--- src/rtl/pffa_pkg.sv ---
// Shared types, codes and constants for the page first-fit allocator.
`default_nettype none

package pffa_pkg;

   localparam int PAGE_BYTES_DEF = 1024;
   localparam int PAGE_COUNT_DEF = 1024;

   localparam int SIZE_W  = 21;
   localparam int ADDR_W  = 20;
   localparam int CODE_W  = 2;
   localparam int COUNT_W = 10;
   localparam int HEADS_W = 11;

   typedef enum logic [CODE_W-1:0] {
      RC_OK,
      RC_OOM,
      RC_LOW_ADDR,
      RC_BAD_FREE
   } code_type;

   typedef enum logic [3:0] {
      OP_NONE,
      OP_CLEAR,
      OP_START,
      OP_DIV,
      OP_SPLIT,
      OP_TAKE_TAIL,
      OP_TAKE,
      OP_FREE_MARK,
      OP_FWD,
      OP_BWD,
      OP_CNT_INIT,
      OP_CNT_ADD,
      OP_PUBLISH
   } op_type;

   typedef enum logic [2:0] {
      CUR_HOLD,
      CUR_ZERO,
      CUR_NEXT_RD,
      CUR_PAGE,
      CUR_NEXT_H,
      CUR_HPREV
   } cur_sel_type;

   typedef enum logic [4:0] {
      S_CLEAR,
      S_IDLE,
      S_DIV,
      S_DECIDE,
      S_A_RD,
      S_A_EX,
      S_A_TAKE,
      S_F_RD,
      S_F_CHK,
      S_F_NX,
      S_F_RD2,
      S_F_NE,
      S_B_ST,
      S_B_RD,
      S_B_EX,
      S_CNT0,
      S_C_RD,
      S_C_EX,
      S_DONE
   } state_type;

   typedef struct packed {
      op_type      op;
      cur_sel_type cur_sel;
      logic        rd_en;
      logic        code_we;
      code_type    code;
      logic        addr_we;
   } ctrl_cmd_type;

   typedef struct packed {
      logic clr_last;
      logic is_free;
      logic addr_low;
      logic misaligned;
      logic page_oob;
      logic at_tail;
      logic fits_tail;
      logic fits_mid;
      logic rd_live;
      logic rd_inuse;
      logic h_is_tail;
      logic h_zero;
      logic next_oob;
      logic rsp_busy;
   } dp_status_type;

endpackage

`default_nettype wire

--- src/rtl/pffa_ctrl.sv ---
// Sequencer for the allocator: clears the tables after reset, then steps the datapath through each request.
`default_nettype none

module pffa_ctrl (
   input  wire logic                   clock,
   input  wire logic                   reset,
   input  wire logic                   req_valid,
   input  wire pffa_pkg::dp_status_type status,
   output pffa_pkg::ctrl_cmd_type      cmd,
   output logic                        req_stall
);

   pffa_pkg::state_type state_ff, state_in;

   always_ff @(posedge clock) begin
      if (reset) begin
         state_ff <= pffa_pkg::S_CLEAR;
      end else begin
         state_ff <= state_in;
      end
   end

   always_comb begin
      state_in    = state_ff;
      cmd.op      = pffa_pkg::OP_NONE;
      cmd.cur_sel = pffa_pkg::CUR_HOLD;
      cmd.rd_en   = 1'b0;
      cmd.code_we = 1'b0;
      cmd.code    = pffa_pkg::RC_OK;
      cmd.addr_we = 1'b0;
      req_stall   = (state_ff != pffa_pkg::S_IDLE);

      unique case (state_ff)
         pffa_pkg::S_CLEAR: begin
            cmd.op = pffa_pkg::OP_CLEAR;
            if (status.clr_last) begin
               state_in = pffa_pkg::S_IDLE;
            end
         end
         pffa_pkg::S_IDLE: begin
            if (req_valid) begin
               cmd.op   = pffa_pkg::OP_START;
               state_in = pffa_pkg::S_DIV;
            end
         end
         pffa_pkg::S_DIV: begin
            cmd.op   = pffa_pkg::OP_DIV;
            state_in = pffa_pkg::S_DECIDE;
         end
         pffa_pkg::S_DECIDE: begin
            priority if (!status.is_free) begin
               cmd.cur_sel = pffa_pkg::CUR_ZERO;
               state_in    = pffa_pkg::S_A_RD;
            end else if (status.addr_low) begin
               cmd.code_we = 1'b1;
               cmd.code    = pffa_pkg::RC_LOW_ADDR;
               state_in    = pffa_pkg::S_CNT0;
            end else if (status.misaligned || status.page_oob) begin
               cmd.code_we = 1'b1;
               cmd.code    = pffa_pkg::RC_BAD_FREE;
               state_in    = pffa_pkg::S_CNT0;
            end else begin
               cmd.cur_sel = pffa_pkg::CUR_PAGE;
               state_in    = pffa_pkg::S_F_RD;
            end
         end
         pffa_pkg::S_A_RD: begin
            cmd.rd_en = 1'b1;
            state_in  = pffa_pkg::S_A_EX;
         end
         pffa_pkg::S_A_EX: begin
            priority if (status.at_tail) begin
               if (status.fits_tail) begin
                  cmd.op   = pffa_pkg::OP_SPLIT;
                  state_in = pffa_pkg::S_A_TAKE;
               end else begin
                  cmd.code_we = 1'b1;
                  cmd.code    = pffa_pkg::RC_OOM;
                  state_in    = pffa_pkg::S_CNT0;
               end
            end else if (status.fits_mid) begin
               cmd.op      = pffa_pkg::OP_TAKE;
               cmd.addr_we = 1'b1;
               state_in    = pffa_pkg::S_CNT0;
            end else begin
               cmd.cur_sel = pffa_pkg::CUR_NEXT_RD;
               state_in    = pffa_pkg::S_A_RD;
            end
         end
         pffa_pkg::S_A_TAKE: begin
            cmd.op      = pffa_pkg::OP_TAKE_TAIL;
            cmd.addr_we = 1'b1;
            state_in    = pffa_pkg::S_CNT0;
         end
         pffa_pkg::S_F_RD: begin
            cmd.rd_en = 1'b1;
            state_in  = pffa_pkg::S_F_CHK;
         end
         pffa_pkg::S_F_CHK: begin
            if (status.rd_live) begin
               cmd.op   = pffa_pkg::OP_FREE_MARK;
               state_in = pffa_pkg::S_F_NX;
            end else begin
               cmd.code_we = 1'b1;
               cmd.code    = pffa_pkg::RC_BAD_FREE;
               state_in    = pffa_pkg::S_CNT0;
            end
         end
         pffa_pkg::S_F_NX: begin
            if (status.h_is_tail || status.next_oob) begin
               state_in = pffa_pkg::S_B_ST;
            end else begin
               cmd.cur_sel = pffa_pkg::CUR_NEXT_H;
               state_in    = pffa_pkg::S_F_RD2;
            end
         end
         pffa_pkg::S_F_RD2: begin
            cmd.rd_en = 1'b1;
            state_in  = pffa_pkg::S_F_NE;
         end
         pffa_pkg::S_F_NE: begin
            if (status.rd_inuse) begin
               state_in = pffa_pkg::S_B_ST;
            end else begin
               cmd.op   = pffa_pkg::OP_FWD;
               state_in = pffa_pkg::S_F_NX;
            end
         end
         pffa_pkg::S_B_ST: begin
            if (status.h_zero) begin
               state_in = pffa_pkg::S_CNT0;
            end else begin
               cmd.cur_sel = pffa_pkg::CUR_HPREV;
               state_in    = pffa_pkg::S_B_RD;
            end
         end
         pffa_pkg::S_B_RD: begin
            cmd.rd_en = 1'b1;
            state_in  = pffa_pkg::S_B_EX;
         end
         pffa_pkg::S_B_EX: begin
            if (status.rd_inuse) begin
               state_in = pffa_pkg::S_CNT0;
            end else begin
               cmd.op   = pffa_pkg::OP_BWD;
               state_in = pffa_pkg::S_B_ST;
            end
         end
         pffa_pkg::S_CNT0: begin
            cmd.op      = pffa_pkg::OP_CNT_INIT;
            cmd.cur_sel = pffa_pkg::CUR_ZERO;
            state_in    = pffa_pkg::S_C_RD;
         end
         pffa_pkg::S_C_RD: begin
            cmd.rd_en = 1'b1;
            state_in  = pffa_pkg::S_C_EX;
         end
         pffa_pkg::S_C_EX: begin
            cmd.op = pffa_pkg::OP_CNT_ADD;
            if (status.at_tail) begin
               state_in = pffa_pkg::S_DONE;
            end else begin
               cmd.cur_sel = pffa_pkg::CUR_NEXT_RD;
               state_in    = pffa_pkg::S_C_RD;
            end
         end
         pffa_pkg::S_DONE: begin
            // hold until the output register is free
            if (!status.rsp_busy) begin
               cmd.op   = pffa_pkg::OP_PUBLISH;
               state_in = pffa_pkg::S_IDLE;
            end
         end
         default: begin
            state_in = pffa_pkg::S_IDLE;
         end
      endcase
   end

endmodule

`default_nettype wire

--- config.mk ---
export PLATFORM = sky130hd
export DESIGN_NAME = pffa_ctrl
export DESIGN_NICKNAME = d
export VERILOG_FILES = /design/src/rtl/pffa_pkg.sv /design/src/rtl/pffa_ctrl.sv
export SDC_FILE = /design/constraint.sdc
export NUM_CORES = 1
export LEC_CHECK = 0
export BUFFER_PORTS_ARGS = -buffer_cell sky130_fd_sc_hd__buf_4
export CORE_AREA = 3 3 46 48
export DETAILED_ROUTE_END_ITERATION = 10
export DIE_AREA = 0 0 49 51
export GPL_ROUTABILITY_DRIVEN = 0
export GPL_TIMING_DRIVEN = 0
export PLACE_DENSITY = 0.78
export SLEW_MARGIN = 0
export SYNTH_ARGS = -nofsm -noshare
export SYNTH_HDL_FRONTEND = slang
export SYNTH_SLANG_ARGS = --single-unit
--- constraint.sdc ---
create_clock -name clock -period 3.7 [get_ports clock]
set_clock_uncertainty 0.1 [all_clocks]
set_input_delay 0.185 -clock clock [delete_from_list [all_inputs] [get_ports clock]]
set_output_delay 0.185 -clock clock [all_outputs]
set_load 0.05 [all_outputs]
# Word level (Yosys, flattened, before mapping)
# Cells that the tools add are included.
totals:
  word_cells: 73
  regBits: 5
op_classes:
  reduce_logical: 5
  muxes: 45
  eq_ne: 22
ops:
  columns: ["op", "n"]
  rows:
  - ["$pmux 5 s19", 1]
  - ["$mux 3", 15]
  - ["$pmux 4 s11", 1]
  - ["$eq 5x4->1 const B", 8]
  - ["$mux 5", 6]
  - ["$mux 4", 6]
  - ["$eq 5x3->1 const B", 4]
  - ["$mux 2", 10]
  - ["$pmux 3 s6", 1]
  - ["$eq 5x5->1 const B", 3]
  - ["$eq 5x2->1 const B", 2]
  - ["$pmux 3 s3", 1]
  - ["$ne 2x2->1 const B", 3]
  - ["$eq 5x1->1 const B", 1]
  - ["$logic_not 5->1", 1]
  - ["$ne 5x1->1 const B", 1]
  - ["$reduce_or 5->1", 1]
  - ["$mux 1", 3]
  - ["$reduce_and 3->1", 1]
  - ["$logic_or 1x1->1", 2]
  - ["$pmux 1 s2", 1]

# Longest topological paths before layout
depth:
  depth_word: 5
  depth_mapped: 6

# Worst setup path before layout
# No wires, ideal clock.
synth_timing:
  path_type: "register to output"
  from: "register state_ff[3]"
  to: "output port cmd[1] (netlist name)"
  n_path_buf: 1
  path_stages_with_launch: 5
  arrival_time_ns: 2.291
  slack_ns: 1.124
  cell_sequence: "dfxtp_1 buf_2 nand2b_1 or4_1 o31ai_1"
synth_rtl:
  columns: ["element", "line_no", "text"]
  rows:
  - ["start: declaration", "pffa_ctrl.sv:13", "pffa_pkg::state_type state_ff, state_in;"]
  - ["start signal: assignment", "pffa_ctrl.sv:17", "state_ff <= pffa_pkg::S_CLEAR;"]
  - ["start signal: assignment", "pffa_ctrl.sv:19", "state_ff <= state_in;"]
  - ["end: declaration", "pffa_ctrl.sv:9", "output pffa_pkg::ctrl_cmd_type cmd,"]

==> qor.tcl <==
set qor(grt_first_pass_wirelength_microns) 4800
set qor(post_layout_nonfiller_instances) 193
set qor(numCtsBuffers) 3
set qor(maxcap_viol_count) 0
set qor(post-route-drc-count) 0
set qor(synth.cell_area_sq_um) 877
set qor(final_nets) 186
set qor(fin_setup_tns_ns) 0
set qor(criticalPathCategory) {reg -> out}
set qor(hold-worst-slack_ns) 0.0444
set qor(yosys.area.top_type) {sky130_fd_sc_hd__dfxtp_1}
set qor(grt_use_total_pct) 24.1
set qor(maxClockFrequency_mhz) 434
set qor(grt_pass1_vias) 1031
set qor(synth_fa_ha_area_share_pct) 1.14
set qor(dr_total_vias) 1197
set qor(cts_tree) {done}
set qor(antenna_diode_count) 0
set qor(synth-warning-count) 0
set qor(critPathMaxFanout) 10
set qor(ys_top_cells_by_area) {sky130_fd_sc_hd__dfxtp_1, sky130_fd_sc_hd__nand2b_1, sky130_fd_sc_hd__a21oi_1, sky130_fd_sc_hd__o21ai_0, sky130_fd_sc_hd__nand2_1}
set qor(leakage_nw) 0.470
set qor(placed_cells_incl_taps) 189
set qor(post_dp_cell_area_sq_um) 1130
set qor(min_period_over_period_pct) 62.3
set qor(crit-reg2reg-launch) {state_ff[2]}
set qor(ys_seq_area_share_pct) 11.4
set qor(wirelength_microns) 2980
set qor(min-delay-start) {reset}
set qor(pin_count_of_the_biggest_net_entering_global_routing) 11
set qor(max_flop_register) {state_ff}
set qor(finish.utilization_pct) 66.0
set qor(io_pins) 30
set qor(grt_overflow_total) 0
set qor(floorplan_die_width_microns) 49
set qor(worst_setup_path_end_kind) {output port}
set qor(rows) 15
set qor(synth_seq_cells) 5
set qor(power.ir.vdd_worst_mv) 0.185
set qor(multiplexer_fraction_of_the_synthesized_cell_area_pct) 1.14
set qor(layout_cells_sized_above_1_pct) 25.6
set qor(initial_core_util_pct) 50.3
set qor(number_of_antenna_violations_at_the_first_check_in_global_routing) 0
set qor(most-common-layout-cells) {sky130_fd_sc_hd__buf_4, sky130_fd_sc_hd__nand2_1, sky130_fd_sc_hd__nor2_1}
set qor(yosysUniqueCellTypes) 42
set qor(footprint_of_the_multi_input_gates_sq_um) 709
set qor(final-max-slew-violation-count) 0
set qor(antenna_violating_nets_post_route) 0
set qor(drt_iter0_drc) 71
set qor(yosys.area_share.simple_pct) 41.7
set qor(cts_resized) 0
set qor(cp.required_ns) 3.41
set qor(final_common_cell) {sky130_fd_sc_hd__buf_4}
set qor(synth_cells) 135
set qor(area_grow_syn2layout_pct) 31.4
set qor(synth-async-reset-ratio_pct) 0
set qor(port_buffers) 29
set qor(drt_first_pass_iters) 6
set qor(hold_path.class) {in -> reg}
set qor(cts.hold.buffers_added) 0
set qor(clkSlewWorstSetupHoldPaths_ns) 0.04
set qor(die-area_sq_um) 2500
set qor(synth_top_family_by_area) {simple AND/OR/NAND/NOR gates}
set qor(final_hold_viol_count) 0
set qor(power_per_unit_of_standard_cell_area_nw_per_um2) 193
set qor(reg_top3) {state_ff x5}
set qor(design.core.area_sq_um) 1750
set qor(clock_tree.root_cell) {sky130_fd_sc_hd__clkbuf_4}
set qor(final-setup-viol-count) 0
set qor(post-route-min-period_ns) 2.31
set qor(dpl_hpwl_microns) 2330
set qor(slew-limit-headroom_pct) 57.0
set qor(timing.critical_path.from_type) {register}
set qor(cts-htree-levels) 1
set qor(largest_register_ffs) 5
set qor(vias_cell) 6.20
set qor(postCtsSetupRepairBufs) 0
set qor(sinks_on_the_clock_net) 5
set qor(synth_edf_count) 0
set qor(die_h_microns) 51
set qor(run_status) {finished, final reports clean}
set qor(worstPathArrival_ns) 2.02
set qor(setup_repair_after_global_routing_missed_its_margin) {false}
set qor(num-fill-cells) 173
set qor(synth_compound_area_share_pct) 36.9
set qor(synthXorXnorAreaFrac_pct) 0
set qor(critical_path.startpoint) {state_ff[2]}
set qor(routed_wire_length_per_instance_microns) 15.4
set qor(synth_top_area_share_pct) 11.4
set qor(cts-root-to-sink-buffers) 2
set qor(syn_avg_cell_area_sq_um) 6.50
set qor(area.sequential_sq_um) 100
set qor(primary_ff_master_synth) {sky130_fd_sc_hd__dfxtp_1}
set qor(final_cell_area_sq_um) 1150
set qor(worst_slew_pin_slew_ns) 0.639
set qor(clkLatencyLatePin_ns) 0.24
set qor(postSynthNetCount) 152
cells in the mapped netlist, types with 2 or more instances:
| cell type | n |
|---|---|
| sky130_fd_sc_hd__nand2_1 | 13 |
| sky130_fd_sc_hd__nor2_1 | 13 |
| sky130_fd_sc_hd__nand2b_1 | 12 |
| sky130_fd_sc_hd__a21oi_1 | 10 |
| sky130_fd_sc_hd__o21ai_0 | 10 |
| sky130_fd_sc_hd__buf_2 | 6 |
| sky130_fd_sc_hd__inv_1 | 6 |
| sky130_fd_sc_hd__or3_1 | 6 |
| sky130_fd_sc_hd__dfxtp_1 | 5 |
| sky130_fd_sc_hd__a211oi_1 | 4 |
| sky130_fd_sc_hd__a31oi_1 | 3 |
| sky130_fd_sc_hd__nand3b_1 | 3 |
| sky130_fd_sc_hd__nor2b_1 | 3 |
| sky130_fd_sc_hd__nor4_1 | 3 |
| sky130_fd_sc_hd__buf_1 | 2 |
| sky130_fd_sc_hd__clkbuf_1 | 2 |
| sky130_fd_sc_hd__nor3_1 | 2 |
| sky130_fd_sc_hd__nor4b_1 | 2 |
| sky130_fd_sc_hd__o21ba_2 | 2 |
| sky130_fd_sc_hd__o21bai_1 | 2 |
| sky130_fd_sc_hd__o22ai_1 | 2 |
| sky130_fd_sc_hd__o31a_1 | 2 |
| sky130_fd_sc_hd__o31ai_1 | 2 |
| sky130_fd_sc_hd__o32ai_1 | 2 |
stage by stage:
| stage | power [mW] | worst slack (ns) |
|---|---|---|
| detailed placement | 0.161 | 1.69 |
| global placement | 0.159 | 1.71 |
| finish | 0.222 | 1.39 |
| global route | 0.236 | 1.22 |
| floorplan | 0.123 | 1.12 |
| CTS | 0.224 | 1.41 |
worst max-delay path, cell delays in order (launching register included):
cell                      delay (ns)
sky130_fd_sc_hd__dfxtp_1        0.45
sky130_fd_sc_hd__buf_2          0.26
sky130_fd_sc_hd__nor3b_1        0.31
sky130_fd_sc_hd__nand2_1        0.15
sky130_fd_sc_hd__o31a_1         0.29
sky130_fd_sc_hd__o31ai_1        0.08
sky130_fd_sc_hd__buf_4          0.24
power breakdown:
group	internal [mW]	switching (mW)	total (mW)
Sequential	0.0564	0.00271	0.0591
Clock	0.0406	0.0197	0.0603
Combinational	0.0403	0.0621	0.102
Total	0.137	0.0846	0.222
cell families (layout without fill, tap and decap cells):
group           count (synthesis)  count (layout)
simple gates                   65              65
compound gates                 47              47
mux                             1               1
fa+ha+maj                       1               1
buf+inv                        16              49
flops                           5               5
per-layer routing:
layer	global-route usage, %	share of wire (%)	up-vias
met4	7.58	0.40	0
met5	0	0	-
met2	40.0	48	73
met3	2.62	9.8	2
met1	32.4	42	547
li1	-	-	575
path summary, 6_finish.rpt:
| kind | endpoint | slack [ns] | cells after the start |
|---|---|---|---|
| max | cmd[1] | 1.39 | 6 |
| min | state_ff[3] | 0.04 | 2 |
| max reg2reg | state_ff[0] | 1.91 | 5 |
| min reg2reg | state_ff[3] | 0.71 | 3 |
area by class of cell:
cell class	instances	share of cell area, %
timing repair buffer	29	18.9
buffer	10	3.91
inverter	6	1.95
tap	25	2.71
clock buffer	4	2.28
sequential	5	8.69
multi-input combinational	114	61.6
(Power assumes the default switching activity.)
